**src/design/thermistor_temperature_converter_assert.svh**
```systemverilog
// Assertion macros shared by the converter RTL.
// Each macro expects clk and rst_n in scope.
`ifndef THERMISTOR_TEMPERATURE_CONVERTER_ASSERT_SVH
`define THERMISTOR_TEMPERATURE_CONVERTER_ASSERT_SVH

// Same-cycle implication, disabled in reset.
`define TTC_ASSERT_NOW(label, ante, cons, msg) \
  label: assert property (@(posedge clk) disable iff (!rst_n) (ante) |-> (cons)) \
    else $error(msg);

// Next-cycle implication, disabled in reset.
`define TTC_ASSERT_NEXT(label, ante, cons, msg) \
  label: assert property (@(posedge clk) disable iff (!rst_n) (ante) |=> (cons)) \
    else $error(msg);

`endif

```
**src/design/ttc_fifo.sv**
```systemverilog
// ----------------------------------------------------------------------------
// ttc_fifo
// Two-entry queue between the accumulator and the converter.
// ----------------------------------------------------------------------------
module ttc_fifo #(
  parameter int W = 16
) (
  input  logic         clk,
  input  logic         rst_n,
  input  logic         push_valid_i,
  output logic         push_ready_o,
  input  logic [W-1:0] push_data_i,
  output logic         pop_valid_o,
  input  logic         pop_ready_i,
  output logic [W-1:0] pop_data_o
);

  logic [W-1:0] mem_r [2];
  logic         wr_r, wr_nxt, rd_r, rd_nxt;
  logic [1:0]   cnt_r, cnt_nxt;
  logic         push, pop;

  assign push_ready_o = (cnt_r != 2'd2);
  assign pop_valid_o  = (cnt_r != 2'd0);
  assign pop_data_o   = mem_r[rd_r];
  assign push         = push_valid_i & push_ready_o;
  assign pop          = pop_ready_i & pop_valid_o;

  always_comb begin
    wr_nxt  = push ? ~wr_r : wr_r;
    rd_nxt  = pop ? ~rd_r : rd_r;
    cnt_nxt = cnt_r + {1'b0, push} - {1'b0, pop};
  end

  always_ff @(posedge clk) begin
    if (push) begin
      mem_r[wr_r] <= push_data_i;
    end
    if (!rst_n) begin
      wr_r  <= 1'b0;
      rd_r  <= 1'b0;
      cnt_r <= 2'd0;
    end else begin
      wr_r  <= wr_nxt;
      rd_r  <= rd_nxt;
      cnt_r <= cnt_nxt;
    end
  end

endmodule

```
**config.mk**
```make
export PLATFORM = sky130hd
export DESIGN_NAME = ttc_fifo
export DESIGN_NICKNAME = d
export VERILOG_FILES = /design/src/design/thermistor_temperature_converter_assert.svh /design/src/design/ttc_fifo.sv
export SDC_FILE = /design/constraint.sdc
export NUM_CORES = 1
export LEC_CHECK = 0
export BUFFER_PORTS_ARGS = -buffer_cell sky130_fd_sc_hd__buf_2
export CORE_MARGIN = 10
export CORE_UTILIZATION = 47
export CTS_CLUSTER_SIZE = 12
export DETAILED_ROUTE_END_ITERATION = 10
export PLACE_DENSITY = 0.8
export SYNTH_ARGS = -nofsm -noshare
export SYNTH_HDL_FRONTEND = slang
export SYNTH_SLANG_ARGS = --single-unit
```
**constraint.sdc**
```tcl
create_clock -name clk -period 3 [get_ports clk]
set_clock_uncertainty 0.2 [all_clocks]
set_input_delay 0.3 -clock clk [delete_from_list [all_inputs] [get_ports clk]]
set_output_delay 0.3 -clock clk [all_outputs]
set_load 0.01 [all_outputs]
```
==> results of run 1 <==
[layer usage]
metal  share of wire [%]  track usage (%)  vias up
li1                    -                -      390
met1                  39             10.1      362
met2                  49             15.3       28
met3                 9.6             4.30        5
met4                 1.8             6.19        0
met5                   0                0        -
[power groups by stage]
stage | Combinational, W | Clock [W] | Sequential (W)
final | 0.000388 | 0.000267 | 0.000710
after global routing | 0.000423 | 0.000300 | 0.000724
after detailed placement | 0.000379 | 0 | 0.000726
after global placement | 0.000373 | 0 | 0.000719
after floorplan | 0.000309 | 0 | 0.000684
after CTS | 0.000397 | 0.000277 | 0.000713
[worst max-delay path, cell delays in order, from the launching register on]
cell and delay [ns]:
dfxtp_1 0.91, mux2_2 0.42, buf_2 0.14
[flip-flops by register name, indices dropped and copies added (netlist names), named ones only]
| signal | cells |
|---|---|
| cnt_r | 2 |
| mem_r | 32 |
| rd_r | 1 |
| wr_r | 1 |
[Yosys cell counts]
cell type / n / area, sq um
and3_1: 1 / 6.26
nand2b_1: 2 / 12.5
nand2_1: 2 / 7.51
mux2i_1: 1 / 10.0
mux2_4: 10 / 150
edfxtp_1: 32 / 961
mux2_2: 6 / 67.6
xnor2_1: 3 / 26.3
dfxtp_1: 5 / 100
buf_12: 1 / 20.0
nor2_1: 1 / 3.75
inv_1: 1 / 3.75
ha_1: 2 / 25.0
or2_2: 1 / 6.26
and2_1: 2 / 12.5
o21a_2: 1 / 8.76
buf_6: 1 / 11.3
nor2b_1: 2 / 12.5
[kinds of logic after synthesis]
kind of cell	synth area share (%)
AO/OA/AOI/OAI	0.606
adder cells (fa/ha/maj)	1.73
multiplexers	15.8
buffers and inverters	2.42
XOR/XNOR	1.82
flip-flops	73.4
AND/OR/NAND/NOR	4.24
[per-stage QoR]
step	setup slack (ns)	hold WS (ns)
after floorplan	1.06	0.199
after global placement	1.08	0.264
after detailed placement	1.02	0.290
after CTS	0.639	0.0259
after global routing	0.568	0.0244
final	0.696	0.0354
[layout make-up]
class	count	area, sq um
Timing Repair Buffer	54	353
Fill cell	233	1130
Clock inverter	1	7.51
Multi-Input combinational cell	34	349
Clock buffer	7	55.1
Inverter	1	3.75
Sequential cell	37	1060
Tap cell	33	41.3
[path summary, 6_finish.rpt]
check                           slack [ns]                  end           startpoint  cells past startpoint
worst max-delay path                  0.70        pop_data_o[4]             register                      2
worst max register to register        1.15  cnt_r[1]$_SDFF_PN0_  cnt_r[0]$_SDFF_PN0_                      8
worst min-delay path                  0.04  cnt_r[0]$_SDFF_PN0_                rst_n                      2
worst min register to register        0.30    wr_r$_SDFFE_PN0N_    wr_r$_SDFFE_PN0N_                      2
==> results.json, run 1 <==
{
  "outcome": "finished, final reports clean",
  "grt_pass1_vias": 871,
  "layout_commonest_cell": "buf_2",
  "min_period_ns": 2.30,
  "clock.fmax_ghz": 0.434,
  "rows": 20,
  "pin_count": 38,
  "period_share_pct": 76.8,
  "netlist-cell-type-count": 18,
  "worstSetupPathType": "register to primary output",
  "cts-root-buf": "clkbuf_4",
  "ant_nets": 0,
  "pwr-share-seq_pct": 52.0,
  "share_comb_of_total_power_pct": 28.4,
  "insertedDiodeCount": 0,
  "worst_slew_pin_slew_ns": 0.875,
  "drv_cap": 0,
  "track_usage_pct": 9.58,
  "slew_headroom_pct": 41.6,
  "layout_common_cells": "buf_2 (37), edfxtp_1 (32), dlygate4sd3_1 (16)",
  "h-tree-depth": 2,
  "clock_sinks": 37,
  "die_area_sq_um": 5690,
  "synthCells": 74,
  "cts-resized-gates": 0,
  "die_w_um": 75.5,
  "syn_area_sq_um": 1450,
  "clock_path_buffers": 2,
  "utilization_pct": 62.3,
  "firstDrtPassIters": 2,
  "hold_class": "input port to register",
  "finalSetupViolCount": 0,
  "fin_cells": 167,
  "dp.cells": 143,
  "die_y_um": 75.5,
  "grt_max_degree": 17,
  "p_int_w": 0.000988,
  "startpoint_type": "register",
  "drv_slew": 0,
  "core-area_sq_um": 3000,
  "finalWeightedCongestion": 0.602,
  "power.density_nw_per_um2": 730,
  "clkTransAtPathRegs_ns": 0.11,
  "clkPwrFrac_pct": 19.6,
  "p_total_w": 0.00137,
  "tritoncts": "done",
  "overflow": 0,
  "yosys_warnings": 0,
  "cts_buffers": 5,
  "fin_setup_tns_ns": 0,
  "synth-seq-cells": 37,
  "dp_hpwl_um": 1750,
  "cp.arrival_ns": 1.80,
  "drt_iter0_drc": 30,
  "rsz0062_at_grt": "no",
  "power_leakage_nw": 0.749,
  "io_buffer_count": 37,
  "peakVddDrop_uv": 493,
  "drc": 0,
  "synth_area_per_cell_sq_um": 19.5,
  "antenna_found_initial": 0,
  "fin_area_sq_um": 1870,
  "cp.required_ns": 2.50,
  "postCtsHoldBufs": 16,
  "clk_latency_ns": 0.33,
  "yosysSeqAreaShare_pct": 73.4,
  "place_area_sq_um": 1650,
  "viasPerCell": 4.70,
  "critPathMaxFanout": 16,
  "start_util_pct": 48.1,
  "synth_nets": 96,
  "final-hold-violation-count": 0,
  "drive_above_1_share_pct": 47.0,
  "wl_per_cell_um": 15.0,
  "postCtsSetupBuffers": 0,
  "grt_pass1_wl_um": 3950,
  "vias": 785,
  "p_sw_share_pct": 27.6,
  "area_delta_synth_final_pct": 29.4,
  "end_kind": "primary output",
  "p_sw_w": 0.000377,
  "nNetsFinal": 155,
  "routed_wl_um": 2510
}
Power figures use the tool's default switching activity.
==> inputs of run 2 (changes only) <==
Settings changed: ABC_AREA set to 1, CORE_UTILIZATION 47 to 46, PLACE_DENSITY 0.8 to 0.82.
Clock period 3 ns to 1.9 ns, I/O delays scaled along.
==> run 2 against run 1 <==
Effect of this change: die area grew 1.9%; combinational power grew 88%; synthesized cell count grew 16%; count of clock-buffer cells in the layout shrank 2; area after synthesis grew 0.35%; worst hold slack gained 0.29 ns; final cell count grew 18%; largest power group unchanged; routed wire length grew 14%; clock power grew 42%; worst setup slack lost 0.60 ns; cell area grew 4.3%; sequential share of layout area shrank 2.4 points.
==> results.json, run 2 <==
{
  "outcome": "finished, final reports clean",
  "layout_commonest_cell": "buf_2",
  "startpoint_type": "input port",
  "io_buffer_count": 37,
  "cp.required_ns": 1.94,
  "viasPerCell": 4.63,
  "die_y_um": 76.1,
  "drt_iter0_drc": 56,
  "largest_reg_flops": 32,
  "clock_sinks": 37,
  "dp_hpwl_um": 1970,
  "clkTransAtPathRegs_ns": 0.11,
  "grt_max_degree": 12,
  "drv_cap": 0,
  "wl_per_cell_um": 14.5,
  "overflow": 0,
  "rows": 20,
  "top_register": "mem_r",
  "clock.fmax_ghz": 0.554,
  "postCtsSetupBuffers": 0,
  "syn_area_sq_um": 1450,
  "tritoncts": "done",
  "critPathMaxFanout": 2,
  "area_delta_synth_final_pct": 34.6,
  "die_area_sq_um": 5800,
  "peakVddDrop_uv": 672,
  "clk_latency_ns": 0.33,
  "antenna_found_initial": 0,
  "synthFlopType": "edfxtp_1",
  "end_kind": "register",
  "start_util_pct": 47.9,
  "vias": 913,
  "preCtsSetupSlack_ns": 0.160,
  "slew_headroom_pct": 78.2,
  "final-hold-violation-count": 0,
  "setup_ws_ns": 0.0947,
  "pin_count": 38,
  "worstSetupPathType": "input port to register",
  "fin_setup_tns_ns": 0,
  "drive_above_1_share_pct": 42.5,
  "synth_nets": 108,
  "worst_slew_pin_slew_ns": 0.326,
  "whs_ns": 0.321,
  "synth-seq-cells": 37,
  "ant_nets": 0,
  "synth_area_per_cell_sq_um": 16.9,
  "cts_buffers": 5,
  "period_share_pct": 95.0,
  "ys_top_cells_by_count": "edfxtp_1 (32), mux2_4 (10), nand2_1 (9), nor2_1 (8), inv_1 (7)",
  "finalSetupViolCount": 0,
  "ys_top_cells_by_area": "edfxtp_1 (66%), mux2_4 (10%), dfxtp_1 (6.9%), mux2_2 (4.7%), nand2_1 (2.3%)",
  "cts-root-buf": "clkbuf_4",
  "netlist.area_leader.share_pct": 66.3,
  "h-tree-depth": 2,
  "synth.most_common_cell": "edfxtp_1",
  "nNetsFinal": 174,
  "synthCells": 86,
  "rsz0062_at_grt": "no",
  "layout_common_cells": "buf_2 (37), edfxtp_1 (32), dlygate4sd3_1 (19)",
  "cp.arrival_ns": 1.84,
  "power.density_nw_per_um2": 1120,
  "largestRegisters": "mem_r x32, cnt_r x2",
  "routed_wl_um": 2850,
  "synth_edf_count": 32,
  "drv_slew": 0,
  "clock_path_buffers": 2,
  "yosys.area.top_type": "edfxtp_1",
  "grt_pass1_wl_um": 4660,
  "min_period_ns": 1.81,
  "num-fill-cells": 218,
  "hold_class": "register to register",
  "grt_pass1_vias": 956,
  "finalWeightedCongestion": 0.722,
  "yosys_warnings": 0,
  "insertedDiodeCount": 0,
  "die_w_um": 76.1,
  "core-area_sq_um": 3030,
  "drc": 0,
  "firstDrtPassIters": 4,
  "ys_async_sr_fraction_pct": 0,
  "yosysSeqAreaShare_pct": 73.2,
  "netlist-cell-type-count": 12,
  "regArea_sq_um": 1060,
  "power_leakage_nw": 0.817,
  "multi_input_area_sq_um": 334,
  "track_usage_pct": 10.0
}
run 2: cell count changes in the layout (fill, tap and decap cells not counted), sizes merged, moves of 3 or more:
cell | before | now
xnor2 | 3 | 0
nor2 | 1 | 8
inv | 1 | 7
nand3 | 0 | 3
dlygate4sd3 | 16 | 19
buf | 38 | 42
clkinv | 0 | 3
nand2 | 2 | 9
run 2: kinds of logic after synthesis:
| family | share of synthesized area, % |
|---|---|
| flip-flops | 73.2 |
| AND/OR/NAND/NOR | 5.44 |
| multiplexers | 15.0 |
| buffers and inverters | 3.97 |
| AO/OA/AOI/OAI | 0.690 |
| adder cells (fa/ha/maj) | 1.73 |
run 2: layout make-up:
type,count,share of cell area (%)
inverter,7,1.35
clock inverter,3,0.641
sequential,37,54.4
tap,44,2.82
clock buffer,5,1.92
timing repair buffer,61,21.8
multi-input combinational,40,17.1
run 2: stage by stage:
stage | std cells | total power (W) | util, % | instance area, sq um
3_3_place_gp | 170 | 0.00177 | 56.5 | 1710
2_1_floorplan | 86 | 0.00157 | - | 1450
5_1_grt | 197 | 0.00234 | 64.5 | 1950
4_1_cts | 197 | 0.00222 | 64.5 | 1950
6_report | 197 | 0.00219 | 64.5 | 1950
3_5_place_dp | 170 | 0.00181 | 56.5 | 1710
run 2: per-layer routing:
layer  share of wire, %  GRT usage [%]  wire (um)  vias up
met1                 40           9.89       1130      432
met2                 50           16.8       1440       35
li1                   -              -          -      438
met4                1.9           4.46         55        0
met5                  0              0          0        -
met3                8.1           5.78        231        8
run 2: worst max-delay path, cell delays in order:
cell and delay [ns]:
dlygate4sd3_1 0.53, buf_2 0.12, inv_1 0.04, nor2_1 0.18, ha_1 0.26, inv_1 0.06
ha_1 0.15, inv_1 0.04, nand2_1 0.09, nand3_1 0.09, nand2_1 0.06, nor2_1 0.03
run 2: path summary, 6_finish.rpt:
kind                                           from  depth (start not counted)  slack [ns]                   to
worst min-delay path              rd_r$_SDFFE_PN0P_                          2        0.32    rd_r$_SDFFE_PN0P_
worst max-delay path                    pop_ready_i                         12        0.09  cnt_r[1]$_SDFF_PN0_
worst min register to register    rd_r$_SDFFE_PN0P_                          2        0.32    rd_r$_SDFFE_PN0P_
worst max register to register  cnt_r[0]$_SDFF_PN0_                         10        0.12  cnt_r[1]$_SDFF_PN0_
run 2: repair_timing:
action | in CTS | in global routing
hold endpoints to repair | 37 | 0
gates resized for setup | 0 | 0
hold buffers | 19 | 0
run 2: where the power goes:
| group | internal [W] | switching, W |
|---|---|---|
| clock network | 0.000134 | 0.000245 |
| logic | 0.000361 | 0.000368 |
| registers | 0.00103 | 0.0000484 |
| total | 0.00153 | 0.000662 |
==> inputs of run 3 (changes only) <==
Settings changed: CORE_UTILIZATION 46 to 35, PLACE_DENSITY 0.82 to 0.67.
==> run 3 against run 2 <==
Effect of this change: flip-flop and latch count unchanged; sequential share of layout area shrank 1.8 points; power is 15% higher; non-clock buffer count down 1; die area grew 23%; critical path type is now register to register; largest power group unchanged.
==> results.json, run 3 (synthesis results as in run 2) <==
{
  "highest_layer": "met4",
  "power_leakage_nw": 0.841,
  "clock_path_buffers": 2,
  "drv_slew": 0,
  "die_y_um": 84.4,
  "drv_cap": 0,
  "top_register": "mem_r",
  "met2WireLength_um": 1450,
  "h-tree-depth": 2,
  "finalWeightedCongestion": 0.708,
  "largestRegisters": "mem_r x32, cnt_r x2",
  "clock.fmax_ghz": 0.564,
  "cts-root-buf": "clkbuf_8",
  "routed_wl_um": 2850,
  "layout_common_cells": "buf_2 (37), edfxtp_1 (32), dlygate4sd3_1 (18)",
  "worstSetupPathType": "register to register",
  "postCtsSetupBuffers": 0,
  "drc": 0,
  "grt_pass1_vias": 1016,
  "area_delta_synth_final_pct": 39.3,
  "layout_commonest_cell": "buf_2",
  "end_kind": "register",
  "cts_buffers": 5,
  "preCtsSetupSlack_ns": 0.109,
  "cp.required_ns": 1.93,
  "rsz0062_at_grt": "no",
  "slew_headroom_pct": 87.7,
  "outcome": "finished, final reports clean",
  "die_area_sq_um": 7120,
  "p_int_w": 0.00183,
  "track_usage_pct": 8.03,
  "dp_hpwl_um": 2150,
  "startpoint_type": "register",
  "drive_above_1_share_pct": 44.7,
  "cp.arrival_ns": 1.80,
  "clock_sinks": 37,
  "wl_met1_um": 1100,
  "tritoncts": "done",
  "grt_pass1_wl_um": 4630,
  "critPathMaxFanout": 4,
  "pwr-share-seq_pct": 43.4,
  "wl_per_cell_um": 14.1,
  "power.density_nw_per_um2": 1240,
  "io_buffer_count": 37,
  "r2r.worst_path.cells": 11,
  "pin_count": 38,
  "worst_slew_pin_slew_ns": 0.184,
  "hold_class": "input port to register",
  "r2r_slack_ns": 0.13,
  "clkTransAtPathRegs_ns": 0.08,
  "timing.rr.start": "cnt_r[0]$_SDFF_PN0_",
  "ant_nets": 0,
  "core-area_sq_um": 4000,
  "insertedDiodeCount": 0,
  "peakVddDrop_uv": 593,
  "final-hold-violation-count": 0,
  "die_w_um": 84.4,
  "fin_setup_tns_ns": 0,
  "whs_path_depth": 4,
  "vias": 890,
  "nNetsFinal": 173,
  "p_sw_w": 0.000686,
  "overflow": 0,
  "finalSetupViolCount": 0,
  "period_share_pct": 93.3,
  "firstDrtPassIters": 4,
  "p_sw_share_pct": 27.3,
  "min_from": "pop_ready_i",
  "share_comb_of_total_power_pct": 28.9,
  "num-fill-cells": 369,
  "wl_met3_um": 287,
  "clk_latency_ns": 0.29,
  "drt_iter0_drc": 32,
  "clkPwrFrac_pct": 27.6,
  "antenna_found_initial": 0,
  "setup_ws_ns": 0.128,
  "rows": 23,
  "largest_reg_flops": 32,
  "grt_max_degree": 17,
  "r2r-end": "cnt_r[1]$_SDFF_PN0_",
  "start_util_pct": 36.3,
  "min_period_ns": 1.77,
  "viasPerCell": 4.41
}
## run 3: cell type report
cell class | count | area [sq um] | share of cell area [%]
clock inverters | 2 | 37.5 | 1.86
multi-input cells | 40 | 334 | 16.5
flip-flops and latches | 37 | 1060 | 52.6
well taps | 50 | 62.6 | 3.10
inverters | 7 | 26.3 | 1.30
clock buffers | 6 | 82.6 | 4.09
repair buffers | 60 | 415 | 20.6
## run 3: what timing repair did
action	in CTS	in global routing
endpoints found under the hold margin	37	0
resized for setup	0	1
hold buffers	18	0
endpoints found under the setup margin	0	1
## run 3: layer usage
layer / up-vias / track usage [%]
met3: 2 / 5.60
met4: 0 / 2.69
li1: 434 / -
met5: - / 0
met2: 33 / 13.8
met1: 421 / 7.38
## run 3: power groups by stage
stage | registers, W | clock network (W) | logic (W)
final | 0.00109 | 0.000695 | 0.000727
after global routing | 0.00110 | 0.000757 | 0.000805
after CTS | 0.00109 | 0.000710 | 0.000745
after detailed placement | 0.00111 | 0 | 0.000714
after global placement | 0.00109 | 0 | 0.000687
after floorplan | 0.00109 | 0 | 0.000479
## run 3: how the worst max path moves through the flow
stage                     endpoint                start  slack, ns  cells after the start
2_1_floorplan  cnt_r[1]$_SDFF_PN0_  cnt_r[0]$_SDFF_PN0_       0.23                     10
5_1_grt        cnt_r[1]$_SDFF_PN0_  cnt_r[0]$_SDFF_PN0_       0.02                     11
4_1_cts        cnt_r[1]$_SDFF_PN0_  cnt_r[0]$_SDFF_PN0_        0.1                     10
6_report       cnt_r[1]$_SDFF_PN0_  cnt_r[0]$_SDFF_PN0_       0.13                     11
3_3_place_gp   cnt_r[1]$_SDFF_PN0_  cnt_r[0]$_SDFF_PN0_       0.28                     10
3_5_place_dp   cnt_r[1]$_SDFF_PN0_  cnt_r[0]$_SDFF_PN0_       0.11                     10
## run 3: worst max-delay path: stages (launching register included)
cell and delay (ns):
dfxtp_2 0.35, inv_1 0.06, nand2_1 0.12, nand2_1 0.11, ha_1 0.29, inv_1 0.04, ha_1 0.19, inv_1 0.06
nand2_1 0.06, nand3_1 0.09, nand2_1 0.06, nor2_1 0.09
## run 3: per-stage QoR
step                      std cells  total power, W  instance area (sq um)  util [%]  hold slack, ns
after floorplan                  86         0.00157                   1450         -          0.0835
after global placement          176         0.00178                   1720      43.0           0.180
after detailed placement        176         0.00182                   1720      43.0           0.181
after CTS                       202         0.00254                   2020      50.5          0.0115
after global routing            202         0.00266                   2020      50.5          0.0264
final                           202         0.00251                   2020      50.5          0.0319
