--- src/design/thermistor_temperature_converter_assert.svh ---
// Assertion macros shared by the converter RTL.
// Each macro expects clk and rst_n in scope.
`ifndef THERMISTOR_TEMPERATURE_CONVERTER_ASSERT_SVH
`define THERMISTOR_TEMPERATURE_CONVERTER_ASSERT_SVH

// Same-cycle implication, disabled in reset.
`define TTC_ASSERT_NOW(label, ante, cons, msg) \
  label: assert property (@(posedge clk) disable iff (!rst_n) (ante) |-> (cons)) \
    else $error(msg);

// Next-cycle implication, disabled in reset.
`define TTC_ASSERT_NEXT(label, ante, cons, msg) \
  label: assert property (@(posedge clk) disable iff (!rst_n) (ante) |=> (cons)) \
    else $error(msg);

`endif

--- src/design/ttc_pkg.sv ---
// ----------------------------------------------------------------------------
// ttc_pkg
// Shared constants, codes and types of the thermistor converter.
// ----------------------------------------------------------------------------
package ttc_pkg;

  localparam int SAMPLES_PER_RESULT_DEF = 16;

  localparam int ADC_W    = 10;
  localparam int SERIES_W = 24;
  localparam int COEF_W   = 48;
  localparam int TEMP_W   = 16;
  localparam int RES_W    = 24;
  localparam int STAT_W   = 2;
  localparam int CFG_IDX_W = 2;

  localparam logic [ADC_W-1:0] ADC_FULL = 10'd1023;

  // sample status codes
  localparam logic [STAT_W-1:0] ST_OK    = 2'd0;
  localparam logic [STAT_W-1:0] ST_SHORT = 2'd1;
  localparam logic [STAT_W-1:0] ST_OPEN  = 2'd2;

  // register indexes
  localparam logic [CFG_IDX_W-1:0] REG_SERIES = 2'd0;
  localparam logic [CFG_IDX_W-1:0] REG_A0     = 2'd1;
  localparam logic [CFG_IDX_W-1:0] REG_A1     = 2'd2;
  localparam logic [CFG_IDX_W-1:0] REG_A3     = 2'd3;

  localparam logic [SERIES_W-1:0] SERIES_RST = 24'd10000;
  localparam logic [COEF_W-1:0]   A0_RST     = 48'd72724000000000;
  localparam logic [COEF_W-1:0]   A1_RST     = 48'd17138000000000;
  localparam logic [COEF_W-1:0]   A3_RST     = 48'd14550000000;

  // arithmetic
  localparam int MUL_W   = 48;   // operand magnitude width
  localparam int PROD_W  = 96;
  localparam int CHUNK_W = 16;   // multiplier bits per cycle
  localparam int DIV_W   = 64;

  localparam logic [MUL_W-1:0] LN2_Q30    = 48'd744261118;
  localparam logic [41:0]      OFFSET_K128 = 42'd34962;  // 34963 - 1 (round half up)

  // status of an iterative arithmetic unit
  typedef struct packed {
    logic busy;
    logic done;
  } unit_sts_t;

endpackage

--- src/design/ttc_front.sv ---
// ----------------------------------------------------------------------------
// ttc_front
// Classifies samples and sums each group; hands finished groups on.
// ----------------------------------------------------------------------------
module ttc_front #(
  parameter int SAMPLES_PER_RESULT = ttc_pkg::SAMPLES_PER_RESULT_DEF,
  parameter int SUM_W = $clog2(SAMPLES_PER_RESULT * 1023 + 1)
) (
  input  logic                       clk,
  input  logic                       rst_n,
  input  logic                       in_tvalid,
  output logic                       in_tready,
  input  logic [15:0]                in_tdata,    // [9:0] adc_sample
  output logic                       push_valid_o,
  input  logic                       push_ready_i,
  output logic [SUM_W+ttc_pkg::STAT_W-1:0] push_data_o  // {sum, status}
);
  import ttc_pkg::*;

  localparam int CNT_W = $clog2(SAMPLES_PER_RESULT + 1);

  logic [SUM_W-1:0]  sum_r, sum_nxt, sum_add;
  logic [CNT_W-1:0]  cnt_r, cnt_nxt;
  logic [ADC_W-1:0]  smp;
  logic [STAT_W-1:0] st;
  logic              acc, last;

  assign smp       = in_tdata[ADC_W-1:0];
  assign in_tready = push_ready_i;
  assign acc       = in_tvalid & in_tready;
  assign last      = (cnt_r == CNT_W'(SAMPLES_PER_RESULT - 1));
  assign sum_add   = sum_r + SUM_W'(smp);

  always_comb begin
    if (smp == '0)           st = ST_SHORT;
    else if (smp == ADC_FULL) st = ST_OPEN;
    else                     st = ST_OK;
  end

  always_comb begin
    sum_nxt = sum_r;
    cnt_nxt = cnt_r;
    if (acc) begin
      if (last) begin
        sum_nxt = '0;
        cnt_nxt = '0;
      end else begin
        sum_nxt = sum_add;
        cnt_nxt = cnt_r + 1'b1;
      end
    end
  end

  assign push_valid_o = acc & last;
  assign push_data_o  = {sum_add, st};

  always_ff @(posedge clk) begin
    if (!rst_n) begin
      sum_r <= '0;
      cnt_r <= '0;
    end else begin
      sum_r <= sum_nxt;
      cnt_r <= cnt_nxt;
    end
  end

endmodule

--- config.mk ---
export PLATFORM = sky130hd
export DESIGN_NAME = ttc_front
export DESIGN_NICKNAME = d
export VERILOG_FILES = /design/src/design/thermistor_temperature_converter_assert.svh /design/src/design/ttc_pkg.sv /design/src/design/ttc_front.sv
export SDC_FILE = /design/constraint.sdc
export NUM_CORES = 1
export LEC_CHECK = 0
export ABC_CLOCK_PERIOD_IN_PS = 2230
export BUFFER_PORTS_ARGS = -buffer_cell sky130_fd_sc_hd__buf_2
export CAP_MARGIN = 15
export CELL_PAD_IN_SITES_DETAIL_PLACEMENT = 0
export CELL_PAD_IN_SITES_GLOBAL_PLACEMENT = 1
export CORE_ASPECT_RATIO = 0.8
export CORE_MARGIN = 2
export CORE_UTILIZATION = 34
export DETAILED_ROUTE_END_ITERATION = 7
export PLACE_DENSITY = 0.81
export SLEW_MARGIN = 20
export SYNTH_ARGS = -nofsm -noshare
export SYNTH_HDL_FRONTEND = slang
export SYNTH_SLANG_ARGS = --single-unit
export TNS_END_PERCENT = 10
--- constraint.sdc ---
create_clock -name clk -period 2.23 [get_ports clk]
set_input_delay 0.446 -clock clk [delete_from_list [all_inputs] [get_ports clk]]
set_output_delay 0.446 -clock clk [all_outputs]
set_load 0.01 [all_outputs]
==> results.yml, run 1 <==
clock_tree:
  clock_latency_ns: 0.26
  clock-sinks: 19
  cts-root-buf: "clkbuf_8"
  hold_buffers: 0
  cts_max_level: 1
  cts_made_buffers: 3
  clockBufferDepth: 2
  cts_tree: "yes"
  clk_pin_slew_ns: 0.08
grt:
  antenna_found_initial: 0
  overflow: 0
  grt_start_max_net_pins: 16
  grt_use_total_pct: 16.7
  grt_pass1_vias: 1334
  grt_first_pass_wirelength_mm: 5.66
drt:
  vias_per_cell: 5.15
  num_vias: 1287
  avgRoutedWirePerCell_um: 13.2
  drt_iter0_markers: 50
  drc: 0
  antenna_left: 0
  dr.pass1.iters: 4
  drt_wl_total_mm: 3.30
layout:
  final_common_cell: "buf_4"
  fin_util_pct: 52.9
  fin_area_mm2: 0.00186
  layout_common_cells: "buf_4, buf_2, dfxtp_1, nand2_1, nor2b_1"
  diodes: 0
  syn2layout_area_growth_pct: 45.6
  drive_above_1_share_pct: 41.8
  nets: 241
sta:
  worst_pin_slew_ns: 0.419
  finalCritPeriodShare_pct: 114
  rsz0062_at_grt: "yes"
  fin_worst_skew_ns: 0.00310
  finalHoldViolCount: 0
  finalSetupViolCount: 9
  final-max-slew-violation-count: 0
  tns_ns: -2.07
  relSlewSlack_pct: 72.0
  setup_ws_ns: -0.310
  fmax_mhz: 394
  finalCriticalPeriod_ns: 2.54
critical_path:
  critPathMaxFanout: 4
  endpoint_kind: "output port"
  cp-start-kind: "flop"
  arrival_ns: 2.09
  worstPathRequired_ns: 1.78
  critPathKind: "reg2out"
synthesis:
  synth.avg_cell_area_um2: 8.70
  synth_warnings: 0
  synth_area_mm2: 0.00128
  synth_mux_area_share_pct: 0.783
  ys_seq_area_share_pct: 29.7
  syn_inst: 147
  yosys_register_bits: 19
  synth_top_family_by_area: "simple AND/OR/NAND/NOR gates"
  yosys.area_share.adder_pct: 12.3
  synth-simple-area-share_pct: 22.4
  synth_compound_area_share_pct: 21.3
  syn-num-nets: 179
  synth.distinct_cells: 40
  synth_xor_area_share_pct: 9.59
power:
  ir_drop_mv: 0.383
  powerDensity_mw_per_mm2: 522
  p_int_w: 0.000668
  clkPwrFrac_pct: 25.5
  power_leakage_nw: 0.834
  pwr-share-seq_pct: 37.8
  power.share.combinational_pct: 36.7
  finalPower_w: 0.000971
  p_sw_share_pct: 31.3
  p_sw_w: 0.000304
place:
  io_buffers: 31
  gp_congestion: 0.781
  place_ws_ns: -0.368
  placed_cell_area_mm2: 0.00174
  hpwlAfterDp_mm: 2.60
floorplanning:
  die_x_um: 72.6
  rows: 19
  core-area_mm2: 0.00352
  die_y_um: 58.9
  start_util_pct: 36.3
  num_io_pins: 38
  die_area_mm2: 0.00427
status:
  status: "complete, but fails checks"
  violations: "setup timing"
job:
  drv_cap: 0
hold_path:
  hold_class: "reg2reg"
[worst paths after layout]
| check | start | endpoint | slack (ns) | cells after the start |
|---|---|---|---|---|
| hold / removal | cnt_r[4] | cnt_r[4] | 0.45 | 2 |
| setup reg to reg | sum_r[0] | sum_r[12] | 0.07 | 10 |
| setup / recovery | sum_r[4] | push_data_o[15] | -0.31 | 8 |
| hold reg to reg | cnt_r[4] | cnt_r[4] | 0.45 | 2 |
[cell type report]
type / count / area [um^2]
fillers: 337 / 1660
multi-input cells: 116 / 951
repair buffers: 64 / 409
flip-flops and latches: 19 / 384
well taps: 42 / 52.6
clock buffers: 3 / 41.3
inverters: 5 / 18.8
clock inverters: 1 / 5.00
[per-stage QoR]
step	hold slack (ns)	instances
final	0.453	250
after detailed placement	0.443	245
after floorplan	0.410	147
after CTS	0.454	249
after global placement	0.418	245
after global routing	0.489	250
[power by group through the flow]
stage	Sequential [W]	Clock (W)	Combinational (W)
after global placement	0.000373	0	0.000322
after detailed placement	0.000374	0	0.000332
after global routing	0.000369	0.000265	0.000395
after floorplan	0.000370	0	0.000174
after CTS	0.000367	0.000255	0.000344
final	0.000367	0.000247	0.000356
[synthesized netlist by cell type (all sizes together)]
master	count	area, um^2
dfxtp	19	380
nand2	14	52.6
nor2b	12	75.1
ha	11	138
a22oi	9	67.6
a21oi	8	40.0
xnor2	8	70.1
clkbuf	6	22.5
xor2	6	52.6
and2	5	31.3
inv	5	18.8
nor2	5	18.8
o21ai	4	20.0
a22o	3	26.3
nand4	3	18.8
or4	3	22.5
a21boi	2	18.8
a41oi	2	17.5
nand4b	2	17.5
nor3	2	10.0
a21bo	1	10.0
a21o	1	7.51
a221o	1	10.0
a31o	1	8.76
a31oi	1	12.5
a32o	1	10.0
and3	1	6.26
and4	1	8.76
buf	1	7.51
fa	1	20.0
mux2i	1	10.0
nand3	1	5.00
nor3b	1	7.51
nor4	1	6.26
o2111ai	1	8.76
o211ai	1	7.51
o21a	1	7.51
or3	1	6.26
[state kept, by name, indices dropped and copies added, names as in the netlist]
signal  count
sum_r      14
cnt_r       5
[cells by family after synthesis]
logic type | count (synthesis)
flops | 19
compound gates | 37
mux | 1
buf+inv | 12
simple gates | 52
fa+ha+maj | 12
xor+xnor | 14
[worst max-delay path, cell delays in order, from the launching register on]
cell and delay [ns]:
dfxtp_2 0.34, ha_4 0.22, a21o_1 0.18, a31oi_2 0.18, a21boi_2 0.10, a221o_1 0.37
nor2b_4 0.16, xor2_2 0.16, buf_2 0.14
[metal layers]
layer	share of wire (%)	vias up	GRT usage [%]
met5	0	-	0
met4	0.82	0	4.23
met3	3.4	2	2.40
met2	49	21	30.5
met1	47	610	20.7
li1	-	654	-
[repair_timing]
action                     in CTS  in global routing
gates resized for setup         9                  3
pin swaps                       4                  1
hold endpoints to repair        0                  0
setup buffers                   0                  1
setup endpoints to repair      10                 10
Note: power is estimated with default switching activity, not from simulation.
==> run 2: changes to the inputs <==
--- a/config.mk
+++ b/config.mk
@@ -6,15 +6,15 @@
 export NUM_CORES = 1
 export LEC_CHECK = 0
 export ABC_CLOCK_PERIOD_IN_PS = 2230
-export BUFFER_PORTS_ARGS = -buffer_cell sky130_fd_sc_hd__buf_2
 export CAP_MARGIN = 15
 export CELL_PAD_IN_SITES_DETAIL_PLACEMENT = 0
 export CELL_PAD_IN_SITES_GLOBAL_PLACEMENT = 1
 export CORE_ASPECT_RATIO = 0.8
 export CORE_MARGIN = 2
-export CORE_UTILIZATION = 34
+export CORE_UTILIZATION = 41
 export DETAILED_ROUTE_END_ITERATION = 7
-export PLACE_DENSITY = 0.81
+export DONT_BUFFER_PORTS = 1
+export PLACE_DENSITY = 0.79
 export SLEW_MARGIN = 20
 export SYNTH_ARGS = -nofsm -noshare
 export SYNTH_HDL_FRONTEND = slang
==> constraint.sdc (replaced) <==
create_clock -name clk -period 2.23 [get_ports clk]
set_input_delay 0.446 -clock clk [delete_from_list [all_inputs] [get_ports clk]]
set_output_delay 0.446 -clock clk [all_outputs]
set_load 0.005 [all_outputs]
==> results.yml, run 2 (synthesized netlist as in run 1, its figures left out) <==
sta:
  fin_worst_skew_ns: 0.00655
  finalHoldViolCount: 0
  final-max-slew-violation-count: 0
  relSlewSlack_pct: 74.5
  finalCritPeriodShare_pct: 109
  setup_ws_ns: -0.204
  worst_pin_slew_ns: 0.382
  rsz0062_at_grt: "yes"
  fmax_mhz: 411
  finalCriticalPeriod_ns: 2.43
  finalSetupViolCount: 9
  timing.hold.ws_ns: 0.317
layout:
  top_register: "sum_r"
  largest_register_ffs: 14
  largestRegisters: "sum_r x14, cnt_r x5"
  layout_common_cells: "buf_4, dfxtp_1, nand2_1, nor2b_1, a22oi_1"
  drive_above_1_share_pct: 28.7
  syn2layout_area_growth_pct: 27.9
  diodes: 0
  nets: 197
  final_common_cell: "buf_4"
  nFillCells: 278
drt:
  drc: 0
  avgRoutedWirePerCell_um: 14.9
  antenna_left: 0
  drt_wl_total_mm: 3.04
  dr.pass1.iters: 4
  drt_iter0_markers: 108
  num_vias: 1113
  vias_per_cell: 5.46
job:
  drv_cap: 0
grt:
  antenna_found_initial: 0
  grt_pass1_vias: 1077
  grt_use_total_pct: 17.9
  grt_first_pass_wirelength_mm: 4.84
  overflow: 0
  grt_start_max_net_pins: 16
clock_tree:
  clockBufferDepth: 2
  cts_made_buffers: 3
  cts_tree: "yes"
  clock_latency_ns: 0.25
  hold_buffers: 0
  cts_max_level: 1
  clk_pin_slew_ns: 0.07
  cts-root-buf: "clkbuf_8"
  clock-sinks: 19
critical_path:
  endpoint_kind: "output port"
  critPathMaxFanout: 4
  worstPathRequired_ns: 1.78
  cp-start-kind: "flop"
  arrival_ns: 1.99
  critPathKind: "reg2out"
place:
  place_ws_ns: -0.141
  hpwlAfterDp_mm: 2.29
  io_buffers: 0
  gp_congestion: 0.944
status:
  violations: "setup timing"
  status: "complete, but fails checks"
floorplanning:
  die_area_mm2: 0.00358
  die_x_um: 66.4
  num_io_pins: 38
  die_y_um: 54.0
  start_util_pct: 42.1
  core-area_mm2: 0.00304
  rows: 18
power:
  ir_drop_mv: 0.376
  powerDensity_mw_per_mm2: 532
  power_leakage_nw: 0.650
hold_path:
  hold_class: "in2reg"
run 2: timing repair:
action                     4_1_cts  5_1_grt
setup endpoints to repair        9       10
buffers inserted                 2        0
resized for setup               14       10
pin swaps                        9       10
run 2: worst paths after layout:
check | from | to | slack [ns] | cells after the start
worst max-delay path | sum_r[3] | push_data_o[15] | -0.20 | 6
worst min-delay path | rst_n | cnt_r[2] | 0.32 | 1
worst max register to register | sum_r[0] | sum_r[12] | 0.10 | 10
worst min register to register | cnt_r[4] | cnt_r[4] | 0.45 | 2
run 2: final cells by class:
class                      instances  area, um^2  area share [%]
multi-input combinational        116         983            60.1
sequential                        19         384            23.5
timing repair buffer              20         154            9.41
tap                               40        50.0            3.06
clock buffer                       4        45.0            2.75
inverter                           5        18.8            1.15
run 2: worst max-delay path: stages (launching register included):
cell      delay [ns]
dfxtp_1         0.33
ha_1            0.34
a31oi_2         0.25
a21boi_2        0.10
a221o_1         0.41
nor2b_4         0.16
xor2_2          0.14
run 2: metal layers:
layer | global-route usage (%) | part of all wire [%] | wire [um] | up-vias
li1 | - | - | - | 568
met1 | 24.0 | 49 | 1490 | 515
met2 | 28.8 | 45 | 1370 | 28
met3 | 4.18 | 5.5 | 166 | 2
met4 | 5.78 | 0.56 | 17 | 0
met5 | 0 | 0 | 0 | -
run 2: metrics by stage:
step | total power, W | TNS [ns] | instance area (um^2) | utilization, % | instances
CTS | 0.000865 | -1.29 | 1570 | 51.8 | 204
finish | 0.000870 | -0.857 | 1640 | 53.8 | 204
global placement | 0.000597 | -0.331 | 1450 | 47.8 | 198
detailed placement | 0.000604 | -0.547 | 1450 | 47.8 | 198
global route | 0.000925 | -1.79 | 1640 | 53.8 | 204
floorplan | 0.000526 | -0.00848 | 1300 | - | 147
run 2: where the power goes:
part / internal, W / switching (W) / total, W
Clock: 0.000127 / 0.000109 / 0.000236
Sequential: 0.000356 / 0.0000119 / 0.000367
Combinational: 0.000136 / 0.000131 / 0.000267
==> run 3: changes to the inputs <==
--- a/config.mk
+++ b/config.mk
@@ -6,15 +6,15 @@
 export NUM_CORES = 1
 export LEC_CHECK = 0
 export ABC_CLOCK_PERIOD_IN_PS = 2230
+export BUFFER_PORTS_ARGS = -buffer_cell sky130_fd_sc_hd__buf_2
 export CAP_MARGIN = 15
 export CELL_PAD_IN_SITES_DETAIL_PLACEMENT = 0
 export CELL_PAD_IN_SITES_GLOBAL_PLACEMENT = 1
 export CORE_ASPECT_RATIO = 0.8
-export CORE_MARGIN = 2
-export CORE_UTILIZATION = 41
+export CORE_MARGIN = 3
+export CORE_UTILIZATION = 34
 export DETAILED_ROUTE_END_ITERATION = 7
-export DONT_BUFFER_PORTS = 1
-export PLACE_DENSITY = 0.79
+export PLACE_DENSITY = 0.81
 export SLEW_MARGIN = 20
 export SYNTH_ARGS = -nofsm -noshare
 export SYNTH_HDL_FRONTEND = slang
==> results.yml, run 3 (synthesized netlist as in run 1, its figures left out) <==
floorplanning:
  die_y_um: 60.9
  core-area_mm2: 0.00352
  num_io_pins: 38
  die_area_mm2: 0.00454
  rows: 19
  die_x_um: 74.6
  start_util_pct: 36.3
power:
  ir_drop_mv: 0.288
  power_leakage_nw: 0.861
  powerDensity_mw_per_mm2: 509
drt:
  vias_per_cell: 5.08
  drc: 0
  drt_iter0_markers: 81
  drt_wl_total_mm: 3.44
  dr.pass1.iters: 4
  avgRoutedWirePerCell_um: 13.4
  antenna_left: 0
  num_vias: 1300
clock_tree:
  clockBufferDepth: 2
  cts_made_buffers: 3
  clk_pin_slew_ns: 0.08
  cts-root-buf: "clkbuf_8"
  clock-sinks: 19
  cts_max_level: 1
  clock_latency_ns: 0.26
  cts_tree: "yes"
status:
  status: "complete, but fails checks"
  violations: "setup timing"
place:
  io_buffers: 31
  gp_congestion: 0.747
  placed_cell_area_mm2: 0.00174
  hpwlAfterDp_mm: 2.67
layout:
  seq_area_um2: 387
  largestRegisters: "sum_r x14, cnt_r x5"
  layout_common_cells: "buf_4, buf_2, dfxtp_1, nand2_1, nor2b_1"
  drive_above_1_share_pct: 45.3
  final_common_cell: "buf_4"
  fin_util_pct: 54.6
  fin_area_mm2: 0.00192
  nets: 247
  syn2layout_area_growth_pct: 50.1
  multiInputGateArea_um2: 965
  largest_register_ffs: 14
  diodes: 0
  top_register: "sum_r"
  nFillCells: 316
critical_path:
  critPathKind: "reg2out"
  max_stage_delay_ns: 0.38
  endpoint_kind: "output port"
  crit_family: "compound AO/OA/AOI/OAI gates"
  crit_path_start: "sum_r[4]"
  critPathMaxFanout: 4
  cp-start-kind: "flop"
  cp_cell_sequence: "ha_4, a21o_1, a31oi_2, a21boi_2, a221o_1, nor2b_4, xor2_1, buf_2"
  critPathBufInv: 1
  arrival_ns: 2.08
  worstReg2RegStart: "sum_r[0]"
  critPathSlowestCell: "a221o_1"
  worstPathRequired_ns: 1.78
sta:
  finalHoldViolCount: 0
  fmax_mhz: 395
  setup_ws_ns: -0.299
  final-max-slew-violation-count: 0
  fin_worst_skew_ns: 0.00152
  finalCritPeriodShare_pct: 113
  relSlewSlack_pct: 75.5
  finalCriticalPeriod_ns: 2.53
  worst_pin_slew_ns: 0.367
  rsz0062_at_grt: "yes"
  finalSetupViolCount: 9
grt:
  overflow: 0
  grt_pass1_vias: 1256
  grt_use_total_pct: 15.8
  grt_start_max_net_pins: 16
  antenna_found_initial: 0
  grt_first_pass_wirelength_mm: 5.53
job:
  drv_cap: 0
hold_path:
  hold_class: "reg2reg"
  hold_path_startpoint: "cnt_r[4]"
## run 3: repair_timing
item,in CTS,in global routing
resized for setup,15,8
pin swaps,12,3
endpoints found under the setup margin,10,12
hold buffers,0,0
setup buffers,4,0
## run 3: layout make-up
type                            instances  area share (%)
Multi-Input combinational cell        116            50.3
Timing Repair Buffer                   70            23.3
Sequential cell                        19            20.1
Tap cell                               42            2.74
Clock buffer                            3            2.15
Inverter                                5           0.978
Clock inverter                          1           0.391
## run 3: layer usage
metal / track usage, % / up-vias / routed length, um
li1: - / 665 / -
met1: 20.4 / 607 / 1600
met2: 27.4 / 26 / 1690
met3: 2.98 / 2 / 142
met4: 3.81 / 0 / 9
met5: 0 / - / 0
## run 3: final timing paths
path | end | slack [ns] | cells after the start
worst max register to register | sum_r[12] | 0.09 | 10
worst min register to register | cnt_r[4] | 0.45 | 2
worst max-delay path | push_data_o[15] | -0.30 | 8
worst min-delay path | cnt_r[4] | 0.45 | 2
## run 3: where the power goes
group	total [W]	switching [W]	internal [W]	leakage, nW
Sequential	0.000368	0.0000133	0.000355	0.156
Combinational	0.000358	0.000161	0.000198	0.683
Clock	0.000250	0.000124	0.000126	0.0217
Total	0.000976	0.000298	0.000679	0.861
## run 3: worst reg2reg max path, delay by kind of cell, from the launching register on
kind / cells / cell delay (ns)
AO/OA/AOI/OAI: 3 / 0.28
flip-flops: 1 / 0.35
adder cells (fa/ha/maj): 2 / 0.51
AND/OR/NAND/NOR: 3 / 0.74
buffers and inverters: 2 / 0.19
## run 3: metrics by stage
stage          setup WS [ns]  TNS [ns]  hold WS, ns  total power, W  std cells
2_1_floorplan       -0.00848  -0.00848        0.410        0.000526        147
3_3_place_gp          -0.337     -2.19        0.419        0.000683        248
3_5_place_dp          -0.366     -2.72        0.428        0.000695        248
4_1_cts               -0.299     -2.18        0.446        0.000973        256
5_1_grt               -0.445     -2.80        0.485         0.00104        256
6_report              -0.299     -1.75        0.446        0.000976        256
